===== src/rtl/atc_pkg.sv =====
package atc_pkg;

	localparam int RAW_W   = 16;
	localparam int CFG_W   = 15;
	localparam int IDX_W   = 3;
	localparam int DZ_W    = 15;
	localparam int ALPHA_W = 9;
	localparam int LIM_W   = 15;
	localparam int DEV_W   = RAW_W + 1;
	localparam int V_W     = 16;
	localparam int FILT_W  = 18;
	localparam int ACC_W   = 28;
	localparam int DIV_N_W = 32;
	localparam int DIV_D_W = DEV_W;
	localparam int QUO_W   = 16;
	localparam int PC_W    = 5;

	localparam int CAL_SAMPLES_DEF = 64;
	localparam int ONE_G           = 16384;
	localparam int PITCH_K         = 11520;  // 45 deg in Q8
	localparam int ALPHA_ONE       = 256;
	localparam int Q8_SHIFT        = 8;
	localparam int Q8_HALF         = 128;
	localparam int Q2_SHIFT        = 2;
	localparam int Q2_HALF         = 2;

	localparam logic [DZ_W-1:0]    DZ_RST    = DZ_W'(328);
	localparam logic [ALPHA_W-1:0] ALPHA_RST = ALPHA_W'(77);
	localparam logic [LIM_W-1:0]   LIM_RST   = LIM_W'(20480);

	localparam logic [1:0] REQ_CAL   = 2'd0;
	localparam logic [1:0] REQ_TILT  = 2'd1;
	localparam logic [1:0] REQ_PITCH = 2'd2;

	typedef enum logic [IDX_W-1:0] {
		REG_SENSOR_READY,
		REG_DEAD_ZONE,
		REG_SMOOTH_ALPHA,
		REG_FLIP_X,
		REG_FLIP_Y,
		REG_PITCH_LIMIT
	} reg_idx_t;

	typedef struct packed {
		logic [1:0]              req_type;
		logic signed [RAW_W-1:0] raw_x;
		logic signed [RAW_W-1:0] raw_y;
		logic signed [RAW_W-1:0] raw_z;
		logic                    read_ok;
	} in_item_t;

	typedef struct packed {
		logic signed [V_W-1:0] tilt_x;
		logic signed [V_W-1:0] tilt_y;
		logic signed [V_W-1:0] pitch_angle;
		logic                  calib_done;
	} out_item_t;

	typedef enum logic [3:0] {
		OP_NOP,
		OP_WAIT,
		OP_CAL_ACC,
		OP_DIV_LOAD,
		OP_DIV_STEP,
		OP_SET_OFF,
		OP_DEV,
		OP_DZ,
		OP_MUL_F,
		OP_MUL_ACC,
		OP_F_UPD,
		OP_TILT_OUT,
		OP_PMUL,
		OP_PCLAMP,
		OP_EMIT
	} op_t;

	typedef enum logic [2:0] {
		C_NEXT,
		C_ALWAYS,
		C_DISPATCH,
		C_DIV_MORE,
		C_CAL_OPEN,
		C_PITCH_SKIP
	} cond_t;

	typedef enum logic [1:0] {
		SEL_X,
		SEL_Y,
		SEL_Z,
		SEL_P
	} sel_t;

	typedef struct packed {
		op_t             op;
		sel_t            sel;
		cond_t           cond;
		logic [PC_W-1:0] target;
	} cw_t;

	typedef struct packed {
		logic load;
		logic step;
	} div_ctl_t;

	typedef struct packed {
		logic             more;
		logic             neg;
		logic             ovf;
		logic [QUO_W-1:0] quo;
	} div_stat_t;

	localparam logic [PC_W-1:0] PC_IDLE  = PC_W'(0);
	localparam logic [PC_W-1:0] PC_CAL   = PC_W'(1);
	localparam logic [PC_W-1:0] PC_TILT  = PC_W'(11);
	localparam logic [PC_W-1:0] PC_PITCH = PC_W'(23);
	localparam logic [PC_W-1:0] PC_EMIT  = PC_W'(28);

	function automatic cw_t mk(op_t op, sel_t sel, cond_t cond, logic [PC_W-1:0] target);
		cw_t w;
		w.op     = op;
		w.sel    = sel;
		w.cond   = cond;
		w.target = target;
		return w;
	endfunction

	// microprogram; a taken jump goes to target, otherwise to the next step
	function automatic cw_t ucode(logic [PC_W-1:0] pc);
		cw_t w;
		unique case (pc)
			PC_W'(0):  w = mk(OP_WAIT,     SEL_X, C_DISPATCH,   PC_IDLE);
			// calibration
			PC_W'(1):  w = mk(OP_CAL_ACC,  SEL_X, C_CAL_OPEN,   PC_EMIT);
			PC_W'(2):  w = mk(OP_DIV_LOAD, SEL_X, C_NEXT,       PC_IDLE);
			PC_W'(3):  w = mk(OP_DIV_STEP, SEL_X, C_DIV_MORE,   PC_W'(3));
			PC_W'(4):  w = mk(OP_SET_OFF,  SEL_X, C_NEXT,       PC_IDLE);
			PC_W'(5):  w = mk(OP_DIV_LOAD, SEL_Y, C_NEXT,       PC_IDLE);
			PC_W'(6):  w = mk(OP_DIV_STEP, SEL_Y, C_DIV_MORE,   PC_W'(6));
			PC_W'(7):  w = mk(OP_SET_OFF,  SEL_Y, C_NEXT,       PC_IDLE);
			PC_W'(8):  w = mk(OP_DIV_LOAD, SEL_Z, C_NEXT,       PC_IDLE);
			PC_W'(9):  w = mk(OP_DIV_STEP, SEL_Z, C_DIV_MORE,   PC_W'(9));
			PC_W'(10): w = mk(OP_SET_OFF,  SEL_Z, C_ALWAYS,     PC_EMIT);
			// tilt
			PC_W'(11): w = mk(OP_DEV,      SEL_X, C_NEXT,       PC_IDLE);
			PC_W'(12): w = mk(OP_DZ,       SEL_X, C_NEXT,       PC_IDLE);
			PC_W'(13): w = mk(OP_MUL_F,    SEL_X, C_NEXT,       PC_IDLE);
			PC_W'(14): w = mk(OP_MUL_ACC,  SEL_X, C_NEXT,       PC_IDLE);
			PC_W'(15): w = mk(OP_F_UPD,    SEL_X, C_NEXT,       PC_IDLE);
			PC_W'(16): w = mk(OP_TILT_OUT, SEL_X, C_NEXT,       PC_IDLE);
			PC_W'(17): w = mk(OP_DEV,      SEL_Y, C_NEXT,       PC_IDLE);
			PC_W'(18): w = mk(OP_DZ,       SEL_Y, C_NEXT,       PC_IDLE);
			PC_W'(19): w = mk(OP_MUL_F,    SEL_Y, C_NEXT,       PC_IDLE);
			PC_W'(20): w = mk(OP_MUL_ACC,  SEL_Y, C_NEXT,       PC_IDLE);
			PC_W'(21): w = mk(OP_F_UPD,    SEL_Y, C_NEXT,       PC_IDLE);
			PC_W'(22): w = mk(OP_TILT_OUT, SEL_Y, C_ALWAYS,     PC_EMIT);
			// pitch
			PC_W'(23): w = mk(OP_DEV,      SEL_P, C_NEXT,       PC_IDLE);
			PC_W'(24): w = mk(OP_PMUL,     SEL_P, C_PITCH_SKIP, PC_EMIT);
			PC_W'(25): w = mk(OP_DIV_LOAD, SEL_P, C_NEXT,       PC_IDLE);
			PC_W'(26): w = mk(OP_DIV_STEP, SEL_P, C_DIV_MORE,   PC_W'(26));
			PC_W'(27): w = mk(OP_PCLAMP,   SEL_P, C_NEXT,       PC_IDLE);
			PC_W'(28): w = mk(OP_EMIT,     SEL_X, C_ALWAYS,     PC_IDLE);
			default:   w = mk(OP_NOP,      SEL_X, C_ALWAYS,     PC_IDLE);
		endcase
		return w;
	endfunction

endpackage


===== src/rtl/atc_div.sv =====
// signed divide, truncating toward zero; one quotient bit per step, MSB first
module atc_div (
	input  logic                                clk,
	input  logic                                arst_n,
	input  atc_pkg::div_ctl_t                   ctl,
	input  logic signed [atc_pkg::DIV_N_W-1:0]  num,
	input  logic signed [atc_pkg::DIV_D_W-1:0]  den,
	output atc_pkg::div_stat_t                  stat
);

	localparam int N     = atc_pkg::DIV_N_W;
	localparam int D     = atc_pkg::DIV_D_W;
	localparam int Q     = atc_pkg::QUO_W;
	localparam int CW    = $clog2(Q);
	localparam int CMP_W = N + D + Q;

	logic [N-1:0]  rem_q;
	logic [N-1:0]  dsh_q;
	logic [Q-1:0]  quo_q;
	logic [CW-1:0] cnt_q;
	logic          neg_q;
	logic          ovf_q;

	logic [N-1:0] nmag;
	logic [D-1:0] dmag;
	logic         ge;

	always_comb begin
		nmag = num[N-1] ? N'(-num) : N'(num);
		dmag = den[D-1] ? D'(-den) : D'(den);
		ge   = rem_q >= dsh_q;
	end

	always_ff @(posedge clk or negedge arst_n) begin
		if (!arst_n) begin
			cnt_q <= '0;
		end else if (ctl.load) begin
			cnt_q <= CW'(Q - 1);
		end else if (ctl.step) begin
			cnt_q <= cnt_q - 1'b1;
		end
	end

	always_ff @(posedge clk) begin
		if (ctl.load) begin
			rem_q <= nmag;
			dsh_q <= N'({dmag, {(Q - 1){1'b0}}});
			quo_q <= '0;
			neg_q <= num[N-1] ^ den[D-1];
			// quotient would not fit in Q bits
			ovf_q <= CMP_W'(nmag) >= CMP_W'({dmag, {Q{1'b0}}});
		end else if (ctl.step) begin
			if (ge) begin
				rem_q <= rem_q - dsh_q;
			end
			quo_q <= {quo_q[Q-2:0], ge};
			dsh_q <= dsh_q >> 1;
		end
	end

	always_comb begin
		stat.more = cnt_q != '0;
		stat.neg  = neg_q;
		stat.ovf  = ovf_q;
		stat.quo  = quo_q;
	end

endmodule


===== src/rtl/accel_tilt_conditioner.sv =====
// channel  dir   handshake             payload
// in       sink  in_valid / in_ready   in_item  (req_type, raw_x/y/z, read_ok)
// out      src   out_valid / out_ready out_item (tilt_x/y, pitch_angle, calib_done)
// cfg      sink  cfg_we                cfg_idx, cfg_data (no wait, no read-back)
//
// One item at a time, run by a microcoded sequencer over a shared datapath.
// A pitch item skips the divide on a failed read or a zero z deviation, and a
// calibration sample divides only when it closes the set; an item taken while the
// sensor is not ready gets an all-zero result. Pitch and offset computation go
// through one divider at one quotient bit per cycle.
// Reset is asynchronous and takes effect at once; no clearing pass.
// A result waits in the output register while the next item is taken; the
// sequencer holds at its final step only if that register is still full.
module accel_tilt_conditioner #(
	parameter int CAL_SAMPLES = atc_pkg::CAL_SAMPLES_DEF
) (
	input  logic                              clk,
	input  logic                              arst_n,
	input  logic                              in_valid,
	output logic                              in_ready,
	input  atc_pkg::in_item_t                 in_item,
	output logic                              out_valid,
	input  logic                              out_ready,
	output atc_pkg::out_item_t                out_item,
	input  logic                              cfg_we,
	input  logic [atc_pkg::IDX_W-1:0]         cfg_idx,
	input  logic [atc_pkg::CFG_W-1:0]         cfg_data
);

	localparam int SUM_W = atc_pkg::RAW_W + $clog2(CAL_SAMPLES);
	localparam int CNT_W = $clog2(CAL_SAMPLES);
	localparam logic [CNT_W-1:0] CAL_LAST = CNT_W'(CAL_SAMPLES - 1);

	localparam int RAW_W   = atc_pkg::RAW_W;
	localparam int DEV_W   = atc_pkg::DEV_W;
	localparam int V_W     = atc_pkg::V_W;
	localparam int FILT_W  = atc_pkg::FILT_W;
	localparam int ACC_W   = atc_pkg::ACC_W;
	localparam int N_W     = atc_pkg::DIV_N_W;
	localparam int D_W     = atc_pkg::DIV_D_W;
	localparam int PC_W    = atc_pkg::PC_W;
	localparam int ALPHA_W = atc_pkg::ALPHA_W;

	// configuration
	logic                          sensor_ready_q;
	logic [atc_pkg::DZ_W-1:0]      dead_zone_q;
	logic [ALPHA_W-1:0]            alpha_q;
	logic                          flip_x_q;
	logic                          flip_y_q;
	logic [atc_pkg::LIM_W-1:0]     pitch_limit_q;

	// block state
	logic signed [RAW_W-1:0]  off_x_q, off_y_q, off_z_q;
	logic signed [SUM_W-1:0]  sum_x_q, sum_y_q, sum_z_q;
	logic [CNT_W-1:0]         cnt_q;
	logic signed [FILT_W-1:0] filt_x_q, filt_y_q;

	// sequencer and working registers
	logic [PC_W-1:0]          pc_q;
	atc_pkg::in_item_t        item_q;
	atc_pkg::out_item_t       res_q;
	atc_pkg::out_item_t       out_q;
	logic                     out_valid_q;
	logic signed [DEV_W-1:0]  dev_q, den_q;
	logic signed [V_W-1:0]    v_q;
	logic signed [ACC_W-1:0]  prod_q, acc_q;
	logic signed [N_W-1:0]    num_q;

	atc_pkg::cw_t       cw;
	atc_pkg::div_ctl_t  div_ctl;
	atc_pkg::div_stat_t div_stat;
	logic signed [N_W-1:0] div_num;
	logic signed [D_W-1:0] div_den;

	logic            accept;
	logic            emit;
	logic            hold;
	logic            take;
	logic [PC_W-1:0] entry;
	logic [PC_W-1:0] pc_d;

	logic signed [DEV_W-1:0]  dev_next, den_next;
	logic signed [DEV_W:0]    dz_in, dz_w, dz_t;
	logic signed [V_W-1:0]    v_next;
	logic [ALPHA_W-1:0]       a_sat, a_inv;
	logic signed [FILT_W-1:0] f_sel, f_next, t_full;
	logic signed [ACC_W-1:0]  prod_next, term, acc_next;
	logic signed [V_W-1:0]    t_val, t_next;
	logic [V_W-1:0]           q_wrap;
	logic signed [V_W-1:0]    off_next;
	logic [V_W-1:0]           lim16, p_mag;
	logic signed [V_W-1:0]    p_next;
	logic                     p_neg;

	assign cw = atc_pkg::ucode(pc_q);

	assign in_ready  = cw.op == atc_pkg::OP_WAIT;
	assign accept    = in_valid && in_ready;
	assign emit      = cw.op == atc_pkg::OP_EMIT && (!out_valid_q || out_ready);
	assign out_valid = out_valid_q;
	assign out_item  = out_q;

	// sequencer
	always_comb begin
		if (!sensor_ready_q) begin
			entry = atc_pkg::PC_EMIT;
		end else begin
			unique case (in_item.req_type)
				atc_pkg::REQ_CAL:   entry = atc_pkg::PC_CAL;
				atc_pkg::REQ_TILT:  entry = atc_pkg::PC_TILT;
				atc_pkg::REQ_PITCH: entry = atc_pkg::PC_PITCH;
				default:            entry = atc_pkg::PC_EMIT;
			endcase
		end

		unique case (cw.cond)
			atc_pkg::C_NEXT:       take = 1'b0;
			atc_pkg::C_ALWAYS:     take = 1'b1;
			atc_pkg::C_DISPATCH:   take = 1'b1;
			atc_pkg::C_DIV_MORE:   take = div_stat.more;
			atc_pkg::C_CAL_OPEN:   take = cnt_q != CAL_LAST;
			atc_pkg::C_PITCH_SKIP: take = !item_q.read_ok || den_q == '0;
			default:               take = 1'b0;
		endcase

		hold = (cw.op == atc_pkg::OP_WAIT && !in_valid) ||
			(cw.op == atc_pkg::OP_EMIT && !emit);

		if (hold) begin
			pc_d = pc_q;
		end else if (take) begin
			pc_d = (cw.cond == atc_pkg::C_DISPATCH) ? entry : cw.target;
		end else begin
			pc_d = pc_q + 1'b1;
		end
	end

	// divider operands
	always_comb begin
		div_ctl.load = cw.op == atc_pkg::OP_DIV_LOAD;
		div_ctl.step = cw.op == atc_pkg::OP_DIV_STEP;
		unique case (cw.sel)
			atc_pkg::SEL_X: div_num = N_W'(sum_x_q);
			atc_pkg::SEL_Y: div_num = N_W'(sum_y_q);
			atc_pkg::SEL_Z: div_num = N_W'(sum_z_q);
			atc_pkg::SEL_P: div_num = num_q;
		endcase
		div_den = (cw.sel == atc_pkg::SEL_P) ? den_q : D_W'(CAL_SAMPLES);
	end

	atc_div u_div (
		.clk    (clk),
		.arst_n (arst_n),
		.ctl    (div_ctl),
		.num    (div_num),
		.den    (div_den),
		.stat   (div_stat)
	);

	// datapath
	always_comb begin
		// deviation from offset
		den_next = DEV_W'(item_q.raw_z) - DEV_W'(off_z_q);
		unique case (cw.sel)
			atc_pkg::SEL_Y: dev_next = item_q.read_ok ?
				DEV_W'(item_q.raw_y) - DEV_W'(off_y_q) : '0;
			atc_pkg::SEL_P: dev_next = DEV_W'(item_q.raw_x) - DEV_W'(off_x_q);
			atc_pkg::SEL_X,
			atc_pkg::SEL_Z: dev_next = item_q.read_ok ?
				DEV_W'(item_q.raw_x) - DEV_W'(off_x_q) : '0;
		endcase

		// dead zone, then clamp to 1 g
		dz_in = (DEV_W + 1)'(dev_q);
		dz_w  = $signed({3'b000, dead_zone_q});
		if (dz_in > dz_w) begin
			dz_t = dz_in - dz_w;
		end else if (dz_in < -dz_w) begin
			dz_t = dz_in + dz_w;
		end else begin
			dz_t = '0;
		end
		if (dz_t > atc_pkg::ONE_G) begin
			v_next = V_W'(atc_pkg::ONE_G);
		end else if (dz_t < -atc_pkg::ONE_G) begin
			v_next = -V_W'(atc_pkg::ONE_G);
		end else begin
			v_next = V_W'(dz_t);
		end

		// IIR, filter state in Q2
		a_sat = (alpha_q > ALPHA_W'(atc_pkg::ALPHA_ONE)) ?
			ALPHA_W'(atc_pkg::ALPHA_ONE) : alpha_q;
		a_inv = ALPHA_W'(atc_pkg::ALPHA_ONE) - a_sat;
		f_sel = (cw.sel == atc_pkg::SEL_Y) ? filt_y_q : filt_x_q;
		prod_next = ACC_W'(f_sel) * ACC_W'($signed({1'b0, a_inv}));
		term      = ACC_W'(v_q) * ACC_W'($signed({1'b0, a_sat}));
		acc_next  = prod_q + (term <<< atc_pkg::Q2_SHIFT);
		f_next    = FILT_W'((acc_q + ACC_W'(atc_pkg::Q8_HALF)) >>> atc_pkg::Q8_SHIFT);
		t_full    = (f_sel + FILT_W'(atc_pkg::Q2_HALF)) >>> atc_pkg::Q2_SHIFT;
		t_val     = V_W'(t_full);
		if (cw.sel == atc_pkg::SEL_Y) begin
			t_next = flip_y_q ? -t_val : t_val;
		end else begin
			t_next = flip_x_q ? -t_val : t_val;
		end

		// offset from the average; z loses 1 g
		q_wrap = div_stat.neg ? -div_stat.quo : div_stat.quo;
		if (cw.sel == atc_pkg::SEL_Z) begin
			off_next = $signed(q_wrap - V_W'(atc_pkg::ONE_G));
		end else begin
			off_next = $signed(q_wrap);
		end

		// pitch clamp on magnitude
		lim16  = {1'b0, pitch_limit_q};
		p_neg  = div_stat.neg ^ flip_x_q;
		p_mag  = (div_stat.ovf || div_stat.quo > lim16) ? lim16 : div_stat.quo;
		p_next = p_neg ? $signed(-p_mag) : $signed(p_mag);
	end

	// configuration registers
	always_ff @(posedge clk or negedge arst_n) begin
		if (!arst_n) begin
			sensor_ready_q <= 1'b0;
			dead_zone_q    <= atc_pkg::DZ_RST;
			alpha_q        <= atc_pkg::ALPHA_RST;
			flip_x_q       <= 1'b1;
			flip_y_q       <= 1'b0;
			pitch_limit_q  <= atc_pkg::LIM_RST;
		end else if (cfg_we) begin
			unique case (cfg_idx)
				atc_pkg::REG_SENSOR_READY: sensor_ready_q <= cfg_data[0];
				atc_pkg::REG_DEAD_ZONE:    dead_zone_q    <= cfg_data[atc_pkg::DZ_W-1:0];
				atc_pkg::REG_SMOOTH_ALPHA: alpha_q        <= cfg_data[ALPHA_W-1:0];
				atc_pkg::REG_FLIP_X:       flip_x_q       <= cfg_data[0];
				atc_pkg::REG_FLIP_Y:       flip_y_q       <= cfg_data[0];
				atc_pkg::REG_PITCH_LIMIT:  pitch_limit_q  <= cfg_data[atc_pkg::LIM_W-1:0];
				default: ;
			endcase
		end
	end

	// control and block state
	always_ff @(posedge clk or negedge arst_n) begin
		if (!arst_n) begin
			pc_q        <= atc_pkg::PC_IDLE;
			out_valid_q <= 1'b0;
			off_x_q     <= '0;
			off_y_q     <= '0;
			off_z_q     <= '0;
			sum_x_q     <= '0;
			sum_y_q     <= '0;
			sum_z_q     <= '0;
			cnt_q       <= '0;
			filt_x_q    <= '0;
			filt_y_q    <= '0;
		end else begin
			pc_q <= pc_d;

			if (emit) begin
				out_valid_q <= 1'b1;
			end else if (out_ready) begin
				out_valid_q <= 1'b0;
			end

			if (cw.op == atc_pkg::OP_CAL_ACC) begin
				if (item_q.read_ok) begin
					sum_x_q <= sum_x_q + SUM_W'(item_q.raw_x);
					sum_y_q <= sum_y_q + SUM_W'(item_q.raw_y);
					sum_z_q <= sum_z_q + SUM_W'(item_q.raw_z);
				end
				cnt_q <= (cnt_q == CAL_LAST) ? '0 : cnt_q + 1'b1;
			end

			if (cw.op == atc_pkg::OP_SET_OFF) begin
				unique case (cw.sel)
					atc_pkg::SEL_X: off_x_q <= off_next;
					atc_pkg::SEL_Y: off_y_q <= off_next;
					atc_pkg::SEL_Z, atc_pkg::SEL_P: begin
						off_z_q <= off_next;
						sum_x_q <= '0;
						sum_y_q <= '0;
						sum_z_q <= '0;
					end
				endcase
			end

			if (cw.op == atc_pkg::OP_F_UPD) begin
				if (cw.sel == atc_pkg::SEL_Y) begin
					filt_y_q <= f_next;
				end else begin
					filt_x_q <= f_next;
				end
			end
		end
	end

	// working registers
	always_ff @(posedge clk) begin
		if (accept) begin
			item_q <= in_item;
			res_q  <= '0;
		end
		if (emit) begin
			out_q <= res_q;
		end
		unique case (cw.op)
			atc_pkg::OP_DEV: begin
				dev_q <= dev_next;
				den_q <= den_next;
			end
			atc_pkg::OP_DZ:      v_q    <= v_next;
			atc_pkg::OP_MUL_F:   prod_q <= prod_next;
			atc_pkg::OP_MUL_ACC: acc_q  <= acc_next;
			atc_pkg::OP_PMUL:    num_q  <= N_W'(dev_q) * N_W'(atc_pkg::PITCH_K);
			atc_pkg::OP_TILT_OUT: begin
				if (cw.sel == atc_pkg::SEL_Y) begin
					res_q.tilt_y <= t_next;
				end else begin
					res_q.tilt_x <= t_next;
				end
			end
			atc_pkg::OP_SET_OFF: begin
				if (cw.sel == atc_pkg::SEL_Z) begin
					res_q.calib_done <= 1'b1;
				end
			end
			atc_pkg::OP_PCLAMP:  res_q.pitch_angle <= p_next;
			default: ;
		endcase
	end

endmodule


===== config.mk =====
export PLATFORM = sky130hd
export DESIGN_NAME = accel_tilt_conditioner
export DESIGN_NICKNAME = d
export VERILOG_FILES = /design/src/rtl/atc_pkg.sv /design/src/rtl/atc_div.sv /design/src/rtl/accel_tilt_conditioner.sv
export SDC_FILE = /design/constraint.sdc
export NUM_CORES = 2
export LEC_CHECK = 0
export BUFFER_PORTS_ARGS = -buffer_cell sky130_fd_sc_hd__buf_2
export CAP_MARGIN = 15
export CORE_MARGIN = 5
export CORE_UTILIZATION = 38
export CTS_CLUSTER_SIZE = 28
export DETAILED_ROUTE_END_ITERATION = 12
export GPL_TIMING_DRIVEN = 0
export PLACE_DENSITY_LB_ADDON = 0.2
export SLEW_MARGIN = 20
export SYNTH_ARGS = -nofsm -noshare
export SYNTH_HDL_FRONTEND = slang
export SYNTH_HIERARCHICAL = 1
export SYNTH_SLANG_ARGS = --single-unit

===== constraint.sdc =====
create_clock -name clk -period 21.3 [get_ports clk]
set_clock_uncertainty 0.1 [all_clocks]
set_input_delay 3.195 -clock clk [delete_from_list [all_inputs] [get_ports clk]]
set_output_delay 3.195 -clock clk [all_outputs]
set_load 0.02 [all_outputs]

==> qor.yml <==
status: "completed"
die_w_um: 365
cts_tree: "done"
drt-initial-drc-count: 2866
synth_flop_cell: "edfxtp_1"
die_area_um2: 134000
cts_max_level: 3
drive_gt1_share_pct: 6.62
worst_hold_path_type: "flop to flop"
drt_pass1_iterations: 6
cpLargestDelayFamily: "adder cells"
setup_tns_ps: 0
num_rows: 130
clockBufferDepth: 3
cp_slowest_cell: "clkbuf_1"
period_minus_slack_ps: 9550
netlist_instances: 5302
slew_headroom_pct: 24.6
clock.fmax_ghz: 0.105
syn-cell-area_um2: 48000
async_flop_share_pct: 37.5
rsz0062_at_grt: "false"
ios: 125
crit_type: "flop to flop"
synth_cell_types: 99
hold_viol: 0
synth_edf_count: 282
critPathMaxFanout: 10
end_kind: "flop"
avgSynthCellArea_um2: 9.06
synth_top_cell_by_area: "edfxtp_1"
cp.arrival_ps: 9850
syn-num-nets: 6088
via_count: 38499
worstPathBufferInverterCount: 9
clock_latency_ps: 670
path_clk_slew_ps: 60
filler_cell_count: 12523
synth_common_cells: "605 x nand2_1, 597 x inv_1, 429 x ha_1"
start_util_pct: 38.2
post_cts_resized: 0
gp_congestion: 0.907
antenna_found_initial: 9
post_drt_via_cell_ratio: 5.33
critical_path.max_stage_delay_ps: 830
post-cts-setup-buffers: 0
core_region_area_um2: 126000
routed_wl_um: 143000
synth_seq_cells: 554
grt_first_pass_wirelength_um: 221000
grt_start_max_net_pins: 91
final_max_slew_viol_count: 0
cap_violations: 0
grt_overflow: 0
finalSetupViolations: 0
crit_required_ps: 21600
yosysMostFrequentCell: "nand2_1"
place_hpwl_um: 114000
yosysTopAreaCellShare_pct: 17.6
drc: 0
antenna_left: 0
port_buffers: 124
cts_inserted_buffers: 68
tightest_slew_ps: 1120
start_kind: "flop"
path_common_cell: "inv_1"
wl_per_cell_um: 19.8
finalNetCount: 6300
grt_pass1_vias: 37256
yosysWarningCount: 6
hold_buffers: 0
grtUsageTotal_pct: 21.4
fin_crit_sh_pct: 44.8
clkSinkCount: 554
cts_root_buf: "clkbuf_16"
synthToLayoutAreaGrowth_pct: 11.0
dieHeight_um: 365
synth_seq_area_share_pct: 31.2
netlist_top_cells_area: "edfxtp_1 18%, fa_1 12%, ha_1 11%, dfrtp_1 10%, nand2_1 4.7%"
==> final cells by class <==
| class | instances | area, um^2 | area share (%) |
|---|---|---|---|
| well taps | 1650 | 2060 | 3.87 |
| clock inverters | 26 | 287 | 0.537 |
| plain buffers | 197 | 757 | 1.42 |
| flip-flops and latches | 554 | 15000 | 28.1 |
| clock buffers | 100 | 1930 | 3.63 |
| diodes | 3 | 7.51 | 0.0141 |
| repair buffers | 142 | 896 | 1.68 |
| multi-input cells | 3950 | 30200 | 56.5 |
| inverters | 601 | 2260 | 4.23 |
==> placed cells by master (no fill, tap or decap), drive strengths merged, types with 34 or more instances in the layout <==
cell type  instances
nand2            605
inv              604
ha               429
nor2             422
o21ai            327
fa               283
a21oi            283
edfxtp           282
clkbuf           257
xnor2            228
dfrtp            198
buf              182
nand3            147
xor2             129
nor3             105
mux2i             90
and2              80
a21o              74
dfxtp             64
nand2b            64
nor2b             56
and3              56
mux2              47
a31oi             44
o21a              37
or3               36
a211oi            34
o21bai            34
==> metal layers <==
layer,GRT usage (%),vias to the layer above,share of wire [%]
li1,-,18563,-
met4,4.73,0,2.2
met1,31.1,18798,48
met2,33.4,974,44
met3,3.52,164,5.8
met5,0,-,0
==> worst reg2reg max path: cells and delay by family, from the launching register on <==
family	cells	cell delay, ps
buffers and inverters	9	2100
adders and majority gates	7	2670
AOI/OAI and AO/OA	9	2480
DFF	1	410
xor gates and xnor gates	1	100
and+or+nand+nor	3	620
muxes	1	810
==> final timing paths <==
check	startpoint	end	slack (ps)	depth (start not counted)
setup reg to reg	pc_q[0]	prod_q[25]	11750	30
hold / removal	res_q[16]	out_item[16]	320	0
hold reg to reg	res_q[16]	out_item[16]	320	0
min in group asynchronous	arst_n	dead_zone_q[10]	2290	1
setup / recovery	pc_q[0]	prod_q[25]	11750	30
max in group asynchronous	arst_n	off_z_q[5]	17930	2
==> sequential cells by signal (all words and copies together) (netlist names), 17 cells and up <==
name / cells
u_div/rem_q: 32
dev_q: 17
item_q: 49
num_q: 24
u_div/dsh_q: 32
filt_y_q: 18
res_q: 49
sum_y_q: 22
sum_x_q: 22
prod_q: 24
out_item: 49
sum_z_q: 22
filt_x_q: 18
acc_q: 19
den_q: 17
==> cell families (layout without fill, tap and decap cells) <==
family,count (synthesis),count (layout),synth area share (%)
adders and majority gates,712,712,23.0
AOI/OAI and AO/OA,1045,1045,13.5
other,0,3,0
muxes,137,137,3.00
xor gates and xnor gates,357,357,6.53
buffers and inverters,798,1066,6.27
DFF,554,554,31.2
and+or+nand+nor,1699,1699,16.5
==> stage by stage <==
step / hold slack, ps / std cells / setup WS [ps] / cell area (um^2) / util [%]
after global routing: 337 / 7220 / 11130 / 53300 / 42.5
after floorplan: 300 / 5302 / 13560 / 48000 / -
after detailed placement: 310 / 7094 / 11770 / 51100 / 40.7
after global placement: 304 / 7076 / 11410 / 50700 / 40.4
after CTS: 325 / 7220 / 11730 / 53300 / 42.4
final: 321 / 7223 / 11750 / 53300 / 42.5
Power is left out: the tool's default activity adds up to more than one toggle a clock period on the data nets, which glitch-free logic cannot reach.
